[src/hw/rtl/brl_pkg.sv]
// ----------------------------------------------------------------------------
// brl_pkg: shared types for the line rasteriser
// Holds the command and status groups that pass between the controller and
// the datapath.
// ----------------------------------------------------------------------------
package brl_pkg;

	// Commands from the controller to the datapath.
	typedef struct packed {
		logic load;   // capture a new line and prepare the walk
		logic emit;   // write the current pixel out and advance one step
	} brl_cmd_t;

	// Status from the datapath to the controller.
	typedef struct packed {
		logic at_end; // the current pixel is the final one of the line
	} brl_sts_t;

endpackage

[src/hw/rtl/brl_if.sv]
// ----------------------------------------------------------------------------
// brl_if: channel interfaces of the line rasteriser
// A segment channel carries two endpoints; a pixel channel carries one
// pixel coordinate and the end-of-line mark.
// ----------------------------------------------------------------------------
interface brl_segment_if #(
	parameter int COORD_BITS = 6
);
	logic                  valid;
	logic                  ready;
	logic [COORD_BITS-1:0] start_x;
	logic [COORD_BITS-1:0] start_y;
	logic [COORD_BITS-1:0] end_x;
	logic [COORD_BITS-1:0] end_y;

	modport source (output valid, output start_x, output start_y,
		output end_x, output end_y, input ready);
	modport sink (input valid, input start_x, input start_y,
		input end_x, input end_y, output ready);
endinterface

interface brl_pixel_if #(
	parameter int COORD_BITS = 6
);
	logic                  valid;
	logic                  ready;
	logic [COORD_BITS-1:0] pixel_x;
	logic [COORD_BITS-1:0] pixel_y;
	logic                  last;

	modport source (output valid, output pixel_x, output pixel_y,
		output last, input ready);
	modport sink (input valid, input pixel_x, input pixel_y,
		input last, output ready);
endinterface

[src/hw/rtl/brl_ctrl.sv]
// ----------------------------------------------------------------------------
// brl_ctrl: line rasteriser controller
// Two-state machine that takes a segment when idle, then steps the datapath
// once per free output slot until the final pixel has been issued.
// ----------------------------------------------------------------------------
module brl_ctrl
	import brl_pkg::*;
(
	input  logic     clk,
	input  logic     arst_n,
	input  logic     in_valid,
	output logic     in_ready,
	output logic     out_valid,
	input  logic     out_ready,
	output brl_cmd_t cmd,
	input  brl_sts_t sts
);

	localparam logic ST_IDLE = 1'b0;
	localparam logic ST_WALK = 1'b1;

	logic state_q;
	logic state_d;
	logic out_valid_q;
	logic slot_free;

	// Handshake and command decode.
	assign in_ready  = (state_q == ST_IDLE);
	assign slot_free = !out_valid_q || out_ready;
	assign cmd.load  = in_valid && in_ready;
	assign cmd.emit  = (state_q == ST_WALK) && slot_free;
	assign out_valid = out_valid_q;

	// Next-state logic.
	always_comb begin
		state_d = state_q;
		case (state_q)
			ST_IDLE: begin
				if (cmd.load) state_d = ST_WALK;
			end
			ST_WALK: begin
				if (cmd.emit && sts.at_end) state_d = ST_IDLE;
			end
			default: state_d = ST_IDLE;
		endcase
	end

	// State and output-valid registers.
	always_ff @(posedge clk or negedge arst_n) begin
		if (!arst_n) begin
			state_q     <= ST_IDLE;
			out_valid_q <= 1'b0;
		end else begin
			state_q <= state_d;
			if (cmd.emit) begin
				out_valid_q <= 1'b1;
			end else if (out_ready) begin
				out_valid_q <= 1'b0;
			end
		end
	end

endmodule

[src/hw/rtl/brl_dpath.sv]
// ----------------------------------------------------------------------------
// brl_dpath: line rasteriser datapath
// Works out the walk set-up from the endpoints, holds the walk position and
// error term, and keeps the output pixel register.
// ----------------------------------------------------------------------------
module brl_dpath
	import brl_pkg::*;
#(
	parameter int COORD_BITS = 6
) (
	input  logic                  clk,
	input  brl_cmd_t              cmd,
	output brl_sts_t              sts,
	input  logic [COORD_BITS-1:0] start_x,
	input  logic [COORD_BITS-1:0] start_y,
	input  logic [COORD_BITS-1:0] end_x,
	input  logic [COORD_BITS-1:0] end_y,
	output logic [COORD_BITS-1:0] pixel_x,
	output logic [COORD_BITS-1:0] pixel_y,
	output logic                  last
);

	localparam int N  = COORD_BITS;
	localparam int EB = COORD_BITS + 3;

	logic [N:0]   dx, dy, ndx, ndy;
	logic [N-1:0] adx, ady;
	logic         steep;
	logic [N-1:0] a_maj, a_min, b_maj, b_min;
	logic [N-1:0] lo_maj, lo_min, hi_maj, hi_min;
	logic [N-1:0] dmin_raw;

	logic         steep_q, up_q;
	logic [N-1:0] major_q, minor_q, end_q, dmaj_q, dmin_q;
	logic signed [EB-1:0] err_q;
	logic signed [EB-1:0] err_add, err_twice, dmaj_ext;
	logic         take_step;

	logic [N-1:0] pixel_x_q, pixel_y_q;
	logic         last_q;

	// Absolute deltas and the steepness decision.
	assign dx    = {1'b0, end_x} - {1'b0, start_x};
	assign dy    = {1'b0, end_y} - {1'b0, start_y};
	assign ndx   = -dx;
	assign ndy   = -dy;
	assign adx   = dx[N] ? ndx[N-1:0] : dx[N-1:0];
	assign ady   = dy[N] ? ndy[N-1:0] : dy[N-1:0];
	assign steep = ady > adx;

	// Axis swap for steep lines, then order the ends along the major axis.
	always_comb begin
		a_maj = steep ? start_y : start_x;
		a_min = steep ? start_x : start_y;
		b_maj = steep ? end_y : end_x;
		b_min = steep ? end_x : end_y;
		if (a_maj > b_maj) begin
			lo_maj = b_maj;
			lo_min = b_min;
			hi_maj = a_maj;
			hi_min = a_min;
		end else begin
			lo_maj = a_maj;
			lo_min = a_min;
			hi_maj = b_maj;
			hi_min = b_min;
		end
		dmin_raw = (hi_min > lo_min) ? (hi_min - lo_min) : (lo_min - hi_min);
	end

	// Error update for one step along the major axis.
	assign dmaj_ext  = signed'({3'b000, dmaj_q});
	assign err_add   = err_q + signed'({3'b000, dmin_q});
	assign err_twice = err_add <<< 1;
	assign take_step = err_twice >= dmaj_ext;

	assign sts.at_end = (major_q == end_q);

	// Walk registers.
	always_ff @(posedge clk) begin
		if (cmd.load) begin
			steep_q <= steep;
			major_q <= lo_maj;
			minor_q <= lo_min;
			end_q   <= hi_maj;
			dmaj_q  <= hi_maj - lo_maj;
			dmin_q  <= dmin_raw;
			up_q    <= lo_min < hi_min;
			err_q   <= '0;
		end else if (cmd.emit) begin
			major_q <= major_q + 1'b1;
			if (take_step) begin
				minor_q <= up_q ? minor_q + 1'b1 : minor_q - 1'b1;
				err_q   <= err_add - dmaj_ext;
			end else begin
				err_q <= err_add;
			end
		end
	end

	// Output pixel register; axes are swapped back for steep lines.
	always_ff @(posedge clk) begin
		if (cmd.emit) begin
			pixel_x_q <= steep_q ? minor_q : major_q;
			pixel_y_q <= steep_q ? major_q : minor_q;
			last_q    <= sts.at_end;
		end
	end

	assign pixel_x = pixel_x_q;
	assign pixel_y = pixel_y_q;
	assign last    = last_q;

endmodule

[src/hw/rtl/bresenham_line_raster.sv]
// After its segment transaction the controller enters the walk state; the first pixel
// of the line is then registered in the output pixel register. A line of n pixels
// (n = major delta + 1) leaves the walk step loop one pixel per cycle unless stalled.
// A stalled pixel output holds the walk; the next segment is taken once the last pixel
// has been issued, while that pixel may still wait in the output register.
// Reset (arst_n, asynchronous) returns the controller to idle and clears output valid.
// ----------------------------------------------------------------------------
// bresenham_line_raster: Bresenham line rasteriser
// Takes one segment per transaction and issues its pixels in order, marking the
// final one.
// ----------------------------------------------------------------------------
module bresenham_line_raster
	import brl_pkg::*;
#(
	parameter int COORD_BITS = 6
) (
	input  logic          clk,
	input  logic          arst_n,
	brl_segment_if.sink   segment,
	brl_pixel_if.source   pixel
);

	brl_cmd_t cmd;
	brl_sts_t sts;

	// Controller.
	brl_ctrl u_ctrl (
		.clk       (clk),
		.arst_n    (arst_n),
		.in_valid  (segment.valid),
		.in_ready  (segment.ready),
		.out_valid (pixel.valid),
		.out_ready (pixel.ready),
		.cmd       (cmd),
		.sts       (sts)
	);

	// Datapath.
	brl_dpath #(
		.COORD_BITS (COORD_BITS)
	) u_dpath (
		.clk     (clk),
		.cmd     (cmd),
		.sts     (sts),
		.start_x (segment.start_x),
		.start_y (segment.start_y),
		.end_x   (segment.end_x),
		.end_y   (segment.end_y),
		.pixel_x (pixel.pixel_x),
		.pixel_y (pixel.pixel_y),
		.last    (pixel.last)
	);

endmodule

[src/flat_wrapper.sv]
// flat-port wrapper written by rule: the top's interface ports become plain ports
module bresenham_line_raster_flat import brl_pkg::*;
#(
	parameter int COORD_BITS = 6
)
  (clk, arst_n, segment_valid, segment_start_x, segment_start_y, segment_end_x, segment_end_y, segment_ready, pixel_valid, pixel_pixel_x, pixel_pixel_y, pixel_last, pixel_ready);
  brl_segment_if #(.COORD_BITS(COORD_BITS)) segment_i ();
  brl_pixel_if #(.COORD_BITS(COORD_BITS)) pixel_i ();
  input  logic clk;
  input  logic arst_n;
  input wire logic [$bits(segment_i.valid)-1:0] segment_valid;
  input wire logic [$bits(segment_i.start_x)-1:0] segment_start_x;
  input wire logic [$bits(segment_i.start_y)-1:0] segment_start_y;
  input wire logic [$bits(segment_i.end_x)-1:0] segment_end_x;
  input wire logic [$bits(segment_i.end_y)-1:0] segment_end_y;
  output wire logic [$bits(segment_i.ready)-1:0] segment_ready;
  output wire logic [$bits(pixel_i.valid)-1:0] pixel_valid;
  output wire logic [$bits(pixel_i.pixel_x)-1:0] pixel_pixel_x;
  output wire logic [$bits(pixel_i.pixel_y)-1:0] pixel_pixel_y;
  output wire logic [$bits(pixel_i.last)-1:0] pixel_last;
  input wire logic [$bits(pixel_i.ready)-1:0] pixel_ready;
  assign segment_i.valid = segment_valid;
  assign segment_i.start_x = segment_start_x;
  assign segment_i.start_y = segment_start_y;
  assign segment_i.end_x = segment_end_x;
  assign segment_i.end_y = segment_end_y;
  assign segment_ready = segment_i.ready;
  assign pixel_valid = pixel_i.valid;
  assign pixel_pixel_x = pixel_i.pixel_x;
  assign pixel_pixel_y = pixel_i.pixel_y;
  assign pixel_last = pixel_i.last;
  assign pixel_i.ready = pixel_ready;
  bresenham_line_raster #(.COORD_BITS(COORD_BITS)) u_core (.clk(clk), .arst_n(arst_n), .segment(segment_i), .pixel(pixel_i));
endmodule
[config.mk]
export PLATFORM = sky130hd
export DESIGN_NAME = bresenham_line_raster_flat
export DESIGN_NICKNAME = d
export VERILOG_FILES = /design/src/hw/rtl/brl_pkg.sv /design/src/hw/rtl/brl_if.sv /design/src/hw/rtl/brl_ctrl.sv /design/src/hw/rtl/brl_dpath.sv /design/src/hw/rtl/bresenham_line_raster.sv /design/src/flat_wrapper.sv
export SDC_FILE = /design/constraint.sdc
export NUM_CORES = 1
export LEC_CHECK = 0
export BUFFER_PORTS_ARGS = -buffer_cell sky130_fd_sc_hd__buf_2
export CORE_MARGIN = 5
export CORE_UTILIZATION = 45
export CTS_BUF_LIST = sky130_fd_sc_hd__clkbuf_8
export DETAILED_ROUTE_END_ITERATION = 10
export GPL_ROUTABILITY_DRIVEN = 1
export PLACE_DENSITY_LB_ADDON = 0.2
export SLEW_MARGIN = 30
export SYNTH_ARGS = -nofsm -noshare
export SYNTH_HDL_FRONTEND = slang
export SYNTH_SLANG_ARGS = --single-unit
[constraint.sdc]
create_clock -name clk -period 3 [get_ports clk]
set_clock_uncertainty 0.05 [all_clocks]
set_input_delay 0.3 -clock clk [delete_from_list [all_inputs] [get_ports clk]]
set_output_delay 0.3 -clock clk [all_outputs]
set_load 0.01 [all_outputs]
# Word level (Yosys, flattened, before mapping)
# Cells that the tools add are included.
[word_totals] reg_bits=56 latch_bits=0 ramBits=0 romBits=0 in_bits=28 out_inout_bits=15 word_cells=66 mem_count=0
[classes] n_addsub=12 multipliers=0 n_div=0 order_cmp=5 n_eq_ne=1 shifts=0 n_mux=25 n_bitwise=1 reduce_logical=9
[ops] cell="2-to-1 mux 6 bit" n=19
[ops] cell="greater-than comparator 6 bit" n=3
[ops] cell="subtractor 6 bit" n=3
[ops] cell="subtractor 6 x 6 -> 7 bit" n=2
[ops] cell="adder 6 x 1 -> 6 bit, second input constant" n=2
[ops] cell="negation 6 bit" n=2
[ops] cell="adder 9 x 7 -> 9 bit" n=1
[ops] cell="greater-or-equal comparator 9 x 7 -> 1 bit" n=1
[ops] cell="2-to-1 mux 9 bit" n=1
[ops] cell="subtractor 9 x 7 -> 9 bit" n=1
[ops] cell="equality test 6 bit" n=1
[ops] cell="< comparator 6 bit" n=1
[ops] cell="nonzero test 2 bit" n=3
[ops] cell="subtractor 6 x 1 -> 6 bit, second input constant" n=1
[ops] cell="2-to-1 mux 1 bit" n=4
[ops] cell="logical AND 1 bit" n=3
[ops] cell="case mux 1 bit (2 select lines)" n=1
[ops] cell="AND reduction 2 bit" n=1
[ops] cell="logical NOT 1 bit" n=1
[ops] cell="logical OR 1 bit" n=1
[ops] cell="inverter 1 bit" n=1

# Depth between registers and ports, before layout
# Gate-level depths: netlist (run 1).
[logic_depth] word_depth=9 mapped_depth=42 ltp_nobuf=38

# Modules after synthesis
# From an unflattened synthesis (run 1), not the netlist that was laid out.
[unflattened] hier_cells=589 hier_area_um2=5413.9
[modules_own_cells] mod="brl_dpath" n_inst=1 cells_each=580 area_each_um2=5317.6 seq_area_each_um2=1511.4
[modules_own_cells] mod="brl_ctrl" n_inst=1 cells_each=9 area_each_um2=96.3 seq_area_each_um2=50.0

# Worst setup path after synthesis (run 1)
# OpenSTA, ideal clock, no wires.
[synth_timing] path_kind="input -> register" start="input segment_end_x[0]" end="register u_core.u_dpath.dmin_q[5], data pin" setup_ns=0.258 arrival_time_ns=7.468 t_required_ns=2.692 path_slack_ns=-4.776 path_stages=39 path_buffers=3 cell_sequence="inv_1 -> ha_1 -> fa_1 -> nor2b_1 -> o21ai_0 -> nand2b_1 -> xor2_1 -> nor2_1 -> a41oi_1 -> xnor2_1 -> ha_1 -> nand4_1 -> o21bai_4 -> a31o_4 -> inv_8 -> buf_2 -> clkbuf_1 -> o21ai_0 -> (+3 left out) -> a21boi_0 -> o2111ai_4 -> a31oi_2 -> buf_2 -> nor2_1 -> a21oi_1 -> nor2_1 -> or2_2 -> fa_1 -> a21o_1 -> a21oi_1 -> o21ai_0 -> o21ai_2 -> mux2_2 -> a21oi_1 -> o21ai_0 -> a31oi_1 -> xnor2_1"
[synth_between] elab_chain_len=9 word_cells_on_any_way=15 cone_classes="add/sub (4); order compare (3); mux (8)"
[synth_lines] item="start, declared" line_no="flat_wrapper.sv:14" source="input wire logic [$bits(segment_i.end_x)-1:0] segment_end_x;"
[synth_lines] item="subtractor 6 x 6 -> 7 bit" line_no="brl_dpath.sv:43" source="assign dx = {1'b0, end_x} - {1'b0, start_x};"
[synth_lines] item="negation 6 bit" line_no="brl_dpath.sv:45" source="assign ndx = -dx;"
[synth_lines] item="2-to-1 mux 6 bit" line_no="brl_dpath.sv:47" source="assign adx = dx[N] ? ndx[N-1:0] : dx[N-1:0];"
[synth_lines] item="greater-than comparator 6 bit" line_no="brl_dpath.sv:49" source="assign steep = ady > adx;"
[synth_lines] item="2-to-1 mux 6 bit (on tied branches)" line_no="brl_dpath.sv:53, brl_dpath.sv:55"
[synth_lines] item="greater-than comparator 6 bit" line_no="brl_dpath.sv:57" source="if (a_maj > b_maj) begin"
[synth_lines] item="2-to-1 mux 6 bit" line_no="brl_dpath.sv:57"
[synth_lines] item="subtractor 6 bit / greater-than comparator 6 bit (equally long branches)" line_no="brl_dpath.sv:68" source="dmin_raw = (hi_min > lo_min) ? (hi_min - lo_min) : (lo_min - hi_min);"
[synth_lines] item="2-to-1 mux 6 bit (*)" line_no="brl_dpath.sv:68"
[synth_lines] item="named net u_core.u_dpath.dmin_raw[5]" line_no="brl_dpath.sv:31" source="logic [N-1:0] dmin_raw;"
[synth_lines] item="end signal, assigned" line_no="brl_dpath.sv:87" source="dmin_q <= dmin_raw;"
[synth_lines] item="end, declared" line_no="brl_dpath.sv:34" source="logic [N-1:0] major_q, minor_q, end_q, dmaj_q, dmin_q;"
# Mark *: on every way through the listed nets, which the timed path passes. The rest lies on a longest branch.
# A chain may end at the register's enable or synchronous reset.

# Worst setup path in the final report (run 1)
# Same ends and word-level chain as after synthesis.

==> results.sh, run 1 <==
export IMPL_cpMaxStageDelayCell="fa_2"
export IMPL_drc=0
export IMPL_synthSimpleGateAreaFrac_pct=11.5
export IMPL_tightest_slew_ns=0.520
export IMPL_rows=40
export IMPL_grt_usage_pct=21.5
export IMPL_yosysMostFrequentCell="ha_1"
export IMPL_cpPeakStageDelay_ns=0.34
export IMPL_critPathCaptureType="flip-flop"
export IMPL_synth_largest_area_cell="edfxtp_1"
export IMPL_holdPathStages=3
export IMPL_clock_latency_ns=0.32
export IMPL_period_minus_slack_ns=6.46
export IMPL_hold_viol=0
export IMPL_ant_nets=0
export IMPL_drt_wirelength_per_cell_microns=16.6
export IMPL_die_x_microns=121
export IMPL_synth_fa_ha_area_share_pct=16.1
export IMPL_cp_max_fo=7
export IMPL_grt_first_pass_wirelength_microns=25400
export IMPL_seq_area_frac_synth_pct=28.3
export IMPL_holdPathEnd="u_core.u_ctrl.out_valid"
export IMPL_numClockSinks=55
export IMPL_nets=926
export IMPL_ys_seq_elements=55
export IMPL_antenna_found_initial=0
export IMPL_start_util_pct=46.0
export IMPL_yosys_most_used_dff="edfxtp_1"
export IMPL_routed_wl_microns=16200
export IMPL_place_gp_congestion=0.899
export IMPL_yosys_area_share_xor_xnor_pct=8.22
export IMPL_synth_top_family_by_area="compound AO/OA/AOI/OAI gates"
export IMPL_finalMaxSlewViolations=0
export IMPL_synthesis_area_sq_um=5530
export IMPL_status="finished with violations"
export IMPL_fin_ws_ns=-3.46
export IMPL_coreArea_sq_um=12000
export IMPL_synth_edf_count=45
export IMPL_avgSynthCellArea_sq_um=9.16
export IMPL_diodes=0
export IMPL_rr_worst_depth=11
export IMPL_drt_pass1_iterations=5
export IMPL_root_buffer="clkbuf_8"
export IMPL_rsz0062_at_grt="yes"
export IMPL_io_buffers=42
export IMPL_regToRegEndpoint="u_core.u_dpath.err_q[1]"
export IMPL_syn_to_final_growth_pct=49.5
export IMPL_nFillCells=885
export IMPL_hold_ws_ns=0.207
export IMPL_yosysTopAreaCellShare_pct=24.5
export IMPL_timing_fmax_mhz=155
export IMPL_r2r_slack_ns=-0.14
export IMPL_violations="negative setup slack"
export IMPL_syn_num_nets=697
export IMPL_vias=5343
export IMPL_synth_common_cells="ha_1 (59), inv_1 (58), a21oi_1 (48)"
export IMPL_r2r_start="u_core.u_dpath.dmin_q[0]"
export IMPL_critical_path_top_delay_family="compound AO/OA/AOI/OAI gates"
export IMPL_cts_inserted_buffers=5
export IMPL_synth_compound_area_share_pct=20.1
export IMPL_path_common_cell="a21o_1"
export IMPL_holdCritPathClass="in2reg"
export IMPL_yosysWarnings=0
export IMPL_synthCells=603
export IMPL_start_kind="primary input"
export IMPL_drtIter0Drc=238
export IMPL_cts_clk_slew_worst_paths_ns=0.10
export IMPL_crit_type="in2reg"
export IMPL_dp_hpwl_microns=12300
export IMPL_critPathBufInv=6
export IMPL_cp_data_required_time_ns=3.03
export IMPL_drive_gt1_share_pct=45.5
export IMPL_cp_arrival_ns=6.49
export IMPL_hp_start="pixel_ready"
export IMPL_grt_pass1_vias=5319
export IMPL_vias_per_cell=5.45
export IMPL_io_pin_count=43
export IMPL_synthTopCellsByArea="edfxtp_1 (24%), ha_1 (13%), mux2i_1 (6.2%)"
export IMPL_maxCapViolCount=0
export IMPL_crit_start="segment_end_x[0]"
export IMPL_cts_tree="yes"
export IMPL_ys_types=65
export IMPL_maxSlewHeadroom_pct=65.3
export IMPL_die_h_microns=121
export IMPL_h_tree_depth=2
export IMPL_ys_async_sr_fraction_pct=3.64
export IMPL_grt_max_degree=27
export IMPL_fin_crit_sh_pct=215
export IMPL_cts_path_max_buffers=2
export IMPL_muxShareOfSynthArea_pct=9.94
export IMPL_die_area_sq_um=14600
export IMPL_overflow=0
export IMPL_setup_viol=43
## worst reg2reg max path, stage by stage (launching register included)
cell,delay [ns]
edfxtp_1,0.38
ha_2,0.20
fa_2,0.57
ha_4,0.21
o21a_1,0.11
o21a_1,0.17
o21a_1,0.17
o21a_2,0.22
o41ai_4,0.46
buf_6,0.21
mux2i_1,0.21
o21ai_1,0.08
## routing by layer
layer	GRT usage [%]	wire (microns)	up-vias	share of wire, %
li1	-	-	2617	-
met1	25.9	6630	2563	41
met2	39.9	8560	131	53
met3	2.15	640	32	3.9
met4	7.08	396	0	2.4
met5	0	0	-	0
## cells in the final DEF (no fill, tap or decap), drive strengths merged, types with 4 or more instances in the layout
cell	synthesis	layout
dfxtp	8	8
a21oi	48	48
buf	13	240
inv	59	60
a211oi	6	6
and2	5	5
nand2	47	47
nand2b	4	4
nor2b	10	10
xnor2	35	35
nand4	7	7
o21ai	32	32
o211ai	7	7
o21a	6	6
ha	59	59
nand3	12	12
a311oi	5	5
mux2	17	17
a21o	17	17
xor2	16	16
o21bai	6	6
a31oi	8	8
nor3	6	6
edfxtp	45	45
nor2	43	43
fa	7	7
clkbuf	7	7
mux2i	35	35
## how the worst max path moves through the flow
stage	to	slack, ns	depth (start not counted)
floorplan	u_core.u_dpath.dmin_q[5]	-3.88	39
global placement	u_core.u_dpath.dmin_q[5]	-3.92	36
detailed placement	u_core.u_dpath.dmin_q[5]	-4.08	37
CTS	u_core.u_dpath.dmin_q[5]	-3.48	39
global route	u_core.u_dpath.dmin_q[5]	-3.78	38
finish	u_core.u_dpath.dmin_q[5]	-3.46	39
## layout make-up
cell class	count	area [sq um]	area share, %
tap	147	184	2.23
clock inverter	2	38.8	0.470
clock buffer	6	82.6	1.00
multi-input combinational	468	4260	51.5
timing repair buffer	242	1890	22.8
inverter	60	250	3.03
sequential	55	1560	18.9
## cell families after synthesis
family	count (synthesis)
fa+ha+maj	67
xor+xnor	51
buf+inv	80
simple gates	141
compound gates	157
flops	55
mux	52
## through the flow
stage	instances	util (%)	TNS [ns]	area (sq um)	setup slack (ns)
2_1_floorplan	603	-	-71.64	5760	-3.88
3_3_place_gp	927	59.8	-82.00	7180	-3.92
3_5_place_dp	927	59.8	-86.37	7180	-4.08
4_1_cts	956	65.1	-67.92	7830	-3.48
5_1_grt	980	68.8	-79.08	8260	-3.78
6_report	980	68.8	-70.43	8260	-3.46
## registers in the layout (all words and copies together), names as in the netlist
register	cells
u_core.u_ctrl.out_valid	1
u_core.u_ctrl.state_q	1
u_core.u_dpath.dmaj_q	6
u_core.u_dpath.dmin_q	6
u_core.u_dpath.end_q	6
u_core.u_dpath.err_q	8
u_core.u_dpath.last	1
u_core.u_dpath.major_q	6
u_core.u_dpath.minor_q	6
u_core.u_dpath.pixel_x	6
u_core.u_dpath.pixel_y	6
u_core.u_dpath.steep_q	1
u_core.u_dpath.up_q	1
## repair_timing
action                                 CTS  global route
setup buffers                           20            26
pin swaps                               50            39
resized for setup                       88            62
endpoints found under the hold margin    2             0
setup endpoints to repair               45            46
hold buffers                             1             0
cloned                                   1             1
Power of run 1 is left out: the tool's default activity adds up to more than one toggle a clock period on the data nets, which glitch-free logic cannot reach.
==> run 2: changes to the inputs <==
- CTS_BUF_LIST: sky130_fd_sc_hd__clkbuf_8 -> default
==> run 2 against run 1 <==
The flow still finishes with violations (negative setup slack); worst hold slack improved by 0.038 ns; critical path depth shrank 1; wire length is 0.96% lower; die area is the same; sequential cell count stayed put; core utilization is 0.33 points higher; register-to-register slack better by 0.04 ns; maximum frequency decreased by 0.59%; cell count is 0.61% lower; critical path type unchanged; critical endpoint unchanged.
==> results.sh, run 2 (synthesis gave the netlist of run 1 again) <==
export IMPL_instances_no_fill=974
export IMPL_clock_latency_ns=0.29
export IMPL_grt_usage_pct=21.5
export IMPL_h_tree_depth=2
export IMPL_coreArea_sq_um=12000
export IMPL_holdCritPathClass="in2reg"
export IMPL_io_buffers=42
export IMPL_finalMaxSlewViolations=0
export IMPL_setup_viol=44
export IMPL_numClockSinks=55
export IMPL_io_pin_count=43
export IMPL_die_x_microns=121
export IMPL_cp_max_fo=8
export IMPL_nets=920
export IMPL_critPathCaptureType="flip-flop"
export IMPL_status="finished with violations"
export IMPL_cts_clk_slew_worst_paths_ns=0.07
export IMPL_grt_pass1_vias=5316
export IMPL_die_area_sq_um=14600
export IMPL_crit_type="in2reg"
export IMPL_grt_first_pass_wirelength_microns=25400
export IMPL_vias=5281
export IMPL_tightest_slew_ns=0.502
export IMPL_final_common_cell="buf_4"
export IMPL_diodes=0
export IMPL_routed_wl_microns=16100
export IMPL_drc=0
export IMPL_start_util_pct=46.0
export IMPL_drive_gt1_share_pct=45.2
export IMPL_drtIter0Drc=324
export IMPL_place_gp_congestion=0.899
export IMPL_period_minus_slack_ns=6.50
export IMPL_cts_inserted_buffers=5
export IMPL_fin_ws_ns=-3.50
export IMPL_cpMaxStageDelayCell="ha_1"
export IMPL_layout_common_cells="buf_4 (168), inv_1 (51), ha_1 (47)"
export IMPL_overflow=0
export IMPL_rows=40
export IMPL_largest_register_ffs=8
export IMPL_cts_tree="yes"
export IMPL_hold_viol=0
export IMPL_cp_arrival_ns=6.49
export IMPL_cpPeakStageDelay_ns=0.35
export IMPL_root_buffer="clkbuf_16"
export IMPL_vias_per_cell=5.42
export IMPL_drt_pass1_iterations=4
export IMPL_multi_input_area_sq_um=4280
export IMPL_violations="negative setup slack"
export IMPL_placedCellCount=927
export IMPL_nFillCells=881
export IMPL_dp_hpwl_microns=12300
export IMPL_timing_fmax_mhz=154
export IMPL_ff_latch_area_sq_um=1560
export IMPL_rsz0062_at_grt="yes"
export IMPL_dp_slack_ns=-4.08
export IMPL_die_h_microns=121
export IMPL_start_kind="primary input"
export IMPL_maxCapViolCount=0
export IMPL_cts_path_max_buffers=2
export IMPL_grt_max_degree=27
export IMPL_top_register="u_core.u_dpath.err_q"
export IMPL_fin_crit_sh_pct=217
export IMPL_syn_to_final_growth_pct=50.2
export IMPL_drt_wirelength_per_cell_microns=16.5
export IMPL_maxSlewHeadroom_pct=66.5
export IMPL_antenna_found_initial=0
export IMPL_cp_data_required_time_ns=2.99
export IMPL_ant_nets=0
## run 2: cell count changes in the layout (fill, tap and decap cells not counted), moves of 2 or more
cell,before,now
buf_4,172,168
buf_6,24,21
clkbuf_16,1,6
clkbuf_8,6,1
nand2_1,45,43
nand2_4,0,2
nor2_2,6,4
nor3_2,0,2
o21ai_1,12,10
## run 2: timing repair
item / in CTS / in global routing
setup endpoints to repair: 45 / 46
resized for setup: 92 / 56
endpoints found under the hold margin: 2 / 0
pin swaps: 53 / 26
hold buffers: 1 / 0
cloned: 1 / 1
setup buffers: 21 / 20
## run 2: stage by stage
| step | hold WS (ns) | utilization (%) | cell area [sq um] | setup TNS [ns] |
|---|---|---|---|---|
| 6_report | 0.245 | 69.1 | 8300 | -72.62 |
| 5_1_grt | 0.272 | 69.1 | 8300 | -81.70 |
| 4_1_cts | 0.243 | 65.8 | 7900 | -69.18 |
| 3_5_place_dp | 0.0413 | 59.8 | 7180 | -86.37 |
| 3_3_place_gp | 0.0345 | 59.8 | 7180 | -82.00 |
| 2_1_floorplan | -0.0456 | - | 5760 | -71.64 |
## run 2: cell type report
| type | instances | area share, % |
|---|---|---|
| multi-input cells | 468 | 51.6 |
| inverters | 60 | 3.01 |
| clock inverters | 2 | 0.467 |
| repair buffers | 236 | 22.2 |
| well taps | 147 | 2.22 |
| flip-flops and latches | 55 | 18.8 |
| clock buffers | 6 | 1.67 |
## run 2: worst max-delay path, delay by kind of cell
| family | cells | cell delay [ns] |
|---|---|---|
| muxes | 3 | 0.69 |
| AOI/OAI and AO/OA | 18 | 2.65 |
| buffers and inverters | 6 | 0.62 |
| and+or+nand+nor | 4 | 0.51 |
| xor gates and xnor gates | 2 | 0.25 |
| adders and majority gates | 5 | 1.44 |
## run 2: final timing paths
path,start,end,slack [ns],cells after the start
worst max-delay path,segment_end_x[0],u_core.u_dpath.dmin_q[5],-3.50,38
worst min-delay path,pixel_ready,u_core.u_ctrl.out_valid,0.25,3
worst max register to register,u_core.u_dpath.dmin_q[0],u_core.u_dpath.err_q[1],-0.10,11
worst min register to register,u_core.u_dpath.err_q[2],u_core.u_dpath.err_q[2],0.42,2
max in group asynchronous,arst_n,u_core.u_ctrl.out_valid,2.51,2
min in group asynchronous,arst_n,u_core.u_ctrl.state_q,0.29,2
## run 2: metal layers
layer | track usage (%) | routed length, microns | vias up
li1 | - | - | 2601
met1 | 26.1 | 6710 | 2536
met2 | 40.0 | 8510 | 114
met3 | 2.25 | 488 | 30
met4 | 6.09 | 358 | 0
met5 | 0 | 0 | -
Power of run 2 is left out for the same reason.
==> run 3: changes to the inputs <==
- ABC_AREA: default -> 1
- CAP_MARGIN: default -> 20
- MAX_ROUTING_LAYER: default -> met4
==> run 3 against run 2 <==
The flow still finishes with violations (negative setup slack); worst hold slack worse by 0.021 ns; sequential share of layout area is 0.68 points higher; setup slack better by 0.98 ns; synthesized area down 5.8%; first-iteration DRC count fell by 21%; global-route usage fell by 0.13 points; synthesized cell count grew 13%; sequential cell count unchanged; core utilization rose by 1.3 points; critical path depth shrank 3; critical endpoint unchanged.
==> results.sh, run 3 <==
export IMPL_path_common_cell="o21ai_2"
export IMPL_die_x_microns=118
export IMPL_cts_inserted_buffers=5
export IMPL_final_common_cell="buf_4"
export IMPL_drt_wirelength_per_cell_microns=14.8
export IMPL_cp_arrival_ns=5.51
export IMPL_synth_top_family_by_area="simple AND/OR/NAND/NOR gates"
export IMPL_crit_start="segment_start_x[0]"
export IMPL_drt_pass1_iterations=5
export IMPL_rows=39
export IMPL_cts_clk_slew_worst_paths_ns=0.07
export IMPL_hold_ws_ns=0.224
export IMPL_io_buffers=42
export IMPL_muxShareOfSynthArea_pct=0.409
export IMPL_yosysMostFrequentCell="nand2_1"
export IMPL_synthTopCellsByArea="edfxtp_1 (26%), ha_1 (14%), nand2_1 (11%)"
export IMPL_die_h_microns=118
export IMPL_drtIter0Drc=255
export IMPL_syn_num_nets=773
export IMPL_r2r_start="u_core.u_dpath.dmin_q[1]"
export IMPL_use_met2_pct=38.6
export IMPL_groute_layer_met3_usage_pct=2.84
export IMPL_drc=0
export IMPL_start_kind="primary input"
export IMPL_critPathCaptureType="flip-flop"
export IMPL_yosys_area_share_xor_xnor_pct=6.90
export IMPL_status="finished with violations"
export IMPL_dp_hpwl_microns=10800
export IMPL_hold_viol=0
export IMPL_vias_per_cell=5.19
export IMPL_ant_nets=0
export IMPL_cp_max_fo=8
export IMPL_ys_seq_elements=55
export IMPL_synth_compound_area_share_pct=14.1
export IMPL_top_register="u_core.u_dpath.err_q"
export IMPL_fin_ws_ns=-2.52
export IMPL_cp_data_required_time_ns=2.99
export IMPL_violations="negative setup slack"
export IMPL_placedCellCount=983
export IMPL_diodes=0
export IMPL_finalMaxSlewViolations=0
export IMPL_rsz0062_at_grt="yes"
export IMPL_instances_no_fill=1036
export IMPL_drive_gt1_share_pct=43.3
export IMPL_holdCritPathClass="in2reg"
export IMPL_hp_start="pixel_ready"
export IMPL_cts_path_max_buffers=2
export IMPL_gr_usage_met1_pct=23.6
export IMPL_start_util_pct=45.8
export IMPL_cpPeakStageDelay_ns=0.44
export IMPL_synthesis_area_sq_um=5200
export IMPL_critical_path_top_delay_family="adder cells"
export IMPL_vias=5374
export IMPL_synth_edf_count=45
export IMPL_syn_to_final_growth_pct=54.0
export IMPL_seq_area_frac_synth_pct=30.0
export IMPL_critPathBufInv=4
export IMPL_numClockSinks=55
export IMPL_cpMaxStageDelayCell="fa_2"
export IMPL_grt_pass1_vias=5417
export IMPL_layout_common_cells="buf_4 (147), nand2_1 (118), inv_1 (100)"
export IMPL_busiest_layer="met2"
export IMPL_tightest_slew_ns=0.764
export IMPL_yosys_most_used_dff="edfxtp_1"
export IMPL_yosysTopAreaCellShare_pct=26.0
export IMPL_routed_wl_microns=15300
export IMPL_period_minus_slack_ns=5.52
export IMPL_coreArea_sq_um=11400
export IMPL_dp_slack_ns=-3.16
export IMPL_tns_ns=-53.10
export IMPL_maxSlewHeadroom_pct=49.0
export IMPL_yosysWarnings=0
export IMPL_cts_tree="yes"
export IMPL_ys_types=44
export IMPL_fin_crit_sh_pct=184
export IMPL_synth_largest_area_cell="edfxtp_1"
export IMPL_synthSimpleGateAreaFrac_pct=21.4
export IMPL_synth_fa_ha_area_share_pct=16.9
export IMPL_grt_usage_pct=21.3
export IMPL_grt_first_pass_wirelength_microns=24400
export IMPL_grt_max_degree=28
export IMPL_place_gp_congestion=0.929
export IMPL_synthCells=679
export IMPL_die_area_sq_um=13800
export IMPL_setup_viol=32
export IMPL_overflow=0
export IMPL_antenna_found_initial=0
export IMPL_ys_async_sr_fraction_pct=3.64
export IMPL_clock_latency_ns=0.29
export IMPL_synth_common_cells="nand2_1 (153), inv_1 (119), ha_1 (59)"
export IMPL_root_buffer="clkbuf_16"
export IMPL_largest_register_ffs=8
export IMPL_crit_type="in2reg"
export IMPL_nets=986
export IMPL_maxCapViolCount=0
export IMPL_avgSynthCellArea_sq_um=7.66
export IMPL_io_pin_count=43
export IMPL_h_tree_depth=2
export IMPL_timing_fmax_mhz=181
[run 3: timing repair]
action | in CTS | in global routing
resized for setup | 126 | 65
hold buffers | 1 | 0
setup buffers | 28 | 15
cloned | 3 | 0
hold endpoints to repair | 2 | 0
endpoints found under the setup margin | 35 | 46
pin swaps | 40 | 42
[run 3: through the flow]
| stage | util [%] | instance area (sq um) |
|---|---|---|
| 2_1_floorplan | - | 5420 |
| 3_3_place_gp | 58.9 | 6700 |
| 3_5_place_dp | 58.9 | 6700 |
| 4_1_cts | 66.9 | 7600 |
| 5_1_grt | 70.5 | 8010 |
| 6_report | 70.5 | 8010 |
[run 3: path summary, 6_finish.rpt]
check | endpoint | slack (ns) | cells past startpoint
min reg2reg | u_core.u_dpath.err_q[0] | 0.46 | 1
min | u_core.u_ctrl.out_valid | 0.22 | 4
min in group asynchronous | u_core.u_ctrl.out_valid | 0.28 | 2
max in group asynchronous | u_core.u_ctrl.state_q | 2.53 | 2
max | u_core.u_dpath.dmin_q[5] | -2.52 | 35
max reg2reg | u_core.u_dpath.minor_q[2] | 0.14 | 13
[run 3: per-layer routing]
metal / routed length, microns / part of all wire, % / vias to the layer above
li1: - / - / 2657
met1: 6030 / 39 / 2537
met2: 8160 / 53 / 134
met3: 565 / 3.7 / 46
met4: 584 / 3.8 / 0
met5: 0 / 0 / -
[run 3: worst register-to-register path: stages (launching register included)]
cell and delay (ns):
edfxtp_1 0.51, ha_1 0.32, nand3_1 0.08, nand3_1 0.10
xnor2_1 0.17, inv_1 0.11, ha_4 0.29, nand4_1 0.11
o221ai_2 0.17, a21oi_1 0.10, nand3_1 0.13, nand2_2 0.10
o21ai_1 0.14, buf_4 0.18
[run 3: logic make-up after synthesis]
family | after synthesis
compound gates | 137
flops | 55
mux | 2
buf+inv | 136
fa+ha+maj | 66
xor+xnor | 41
simple gates | 242
[run 3: cell type report]
class	instances	area (sq um)
clock buffer	7	143
clock inverter	1	8.76
fill	795	3360
inverter	123	487
multi-input combinational	489	3900
sequential	55	1560
tap	143	179
timing repair buffer	218	1730
Power of run 3 is left out for the same reason.
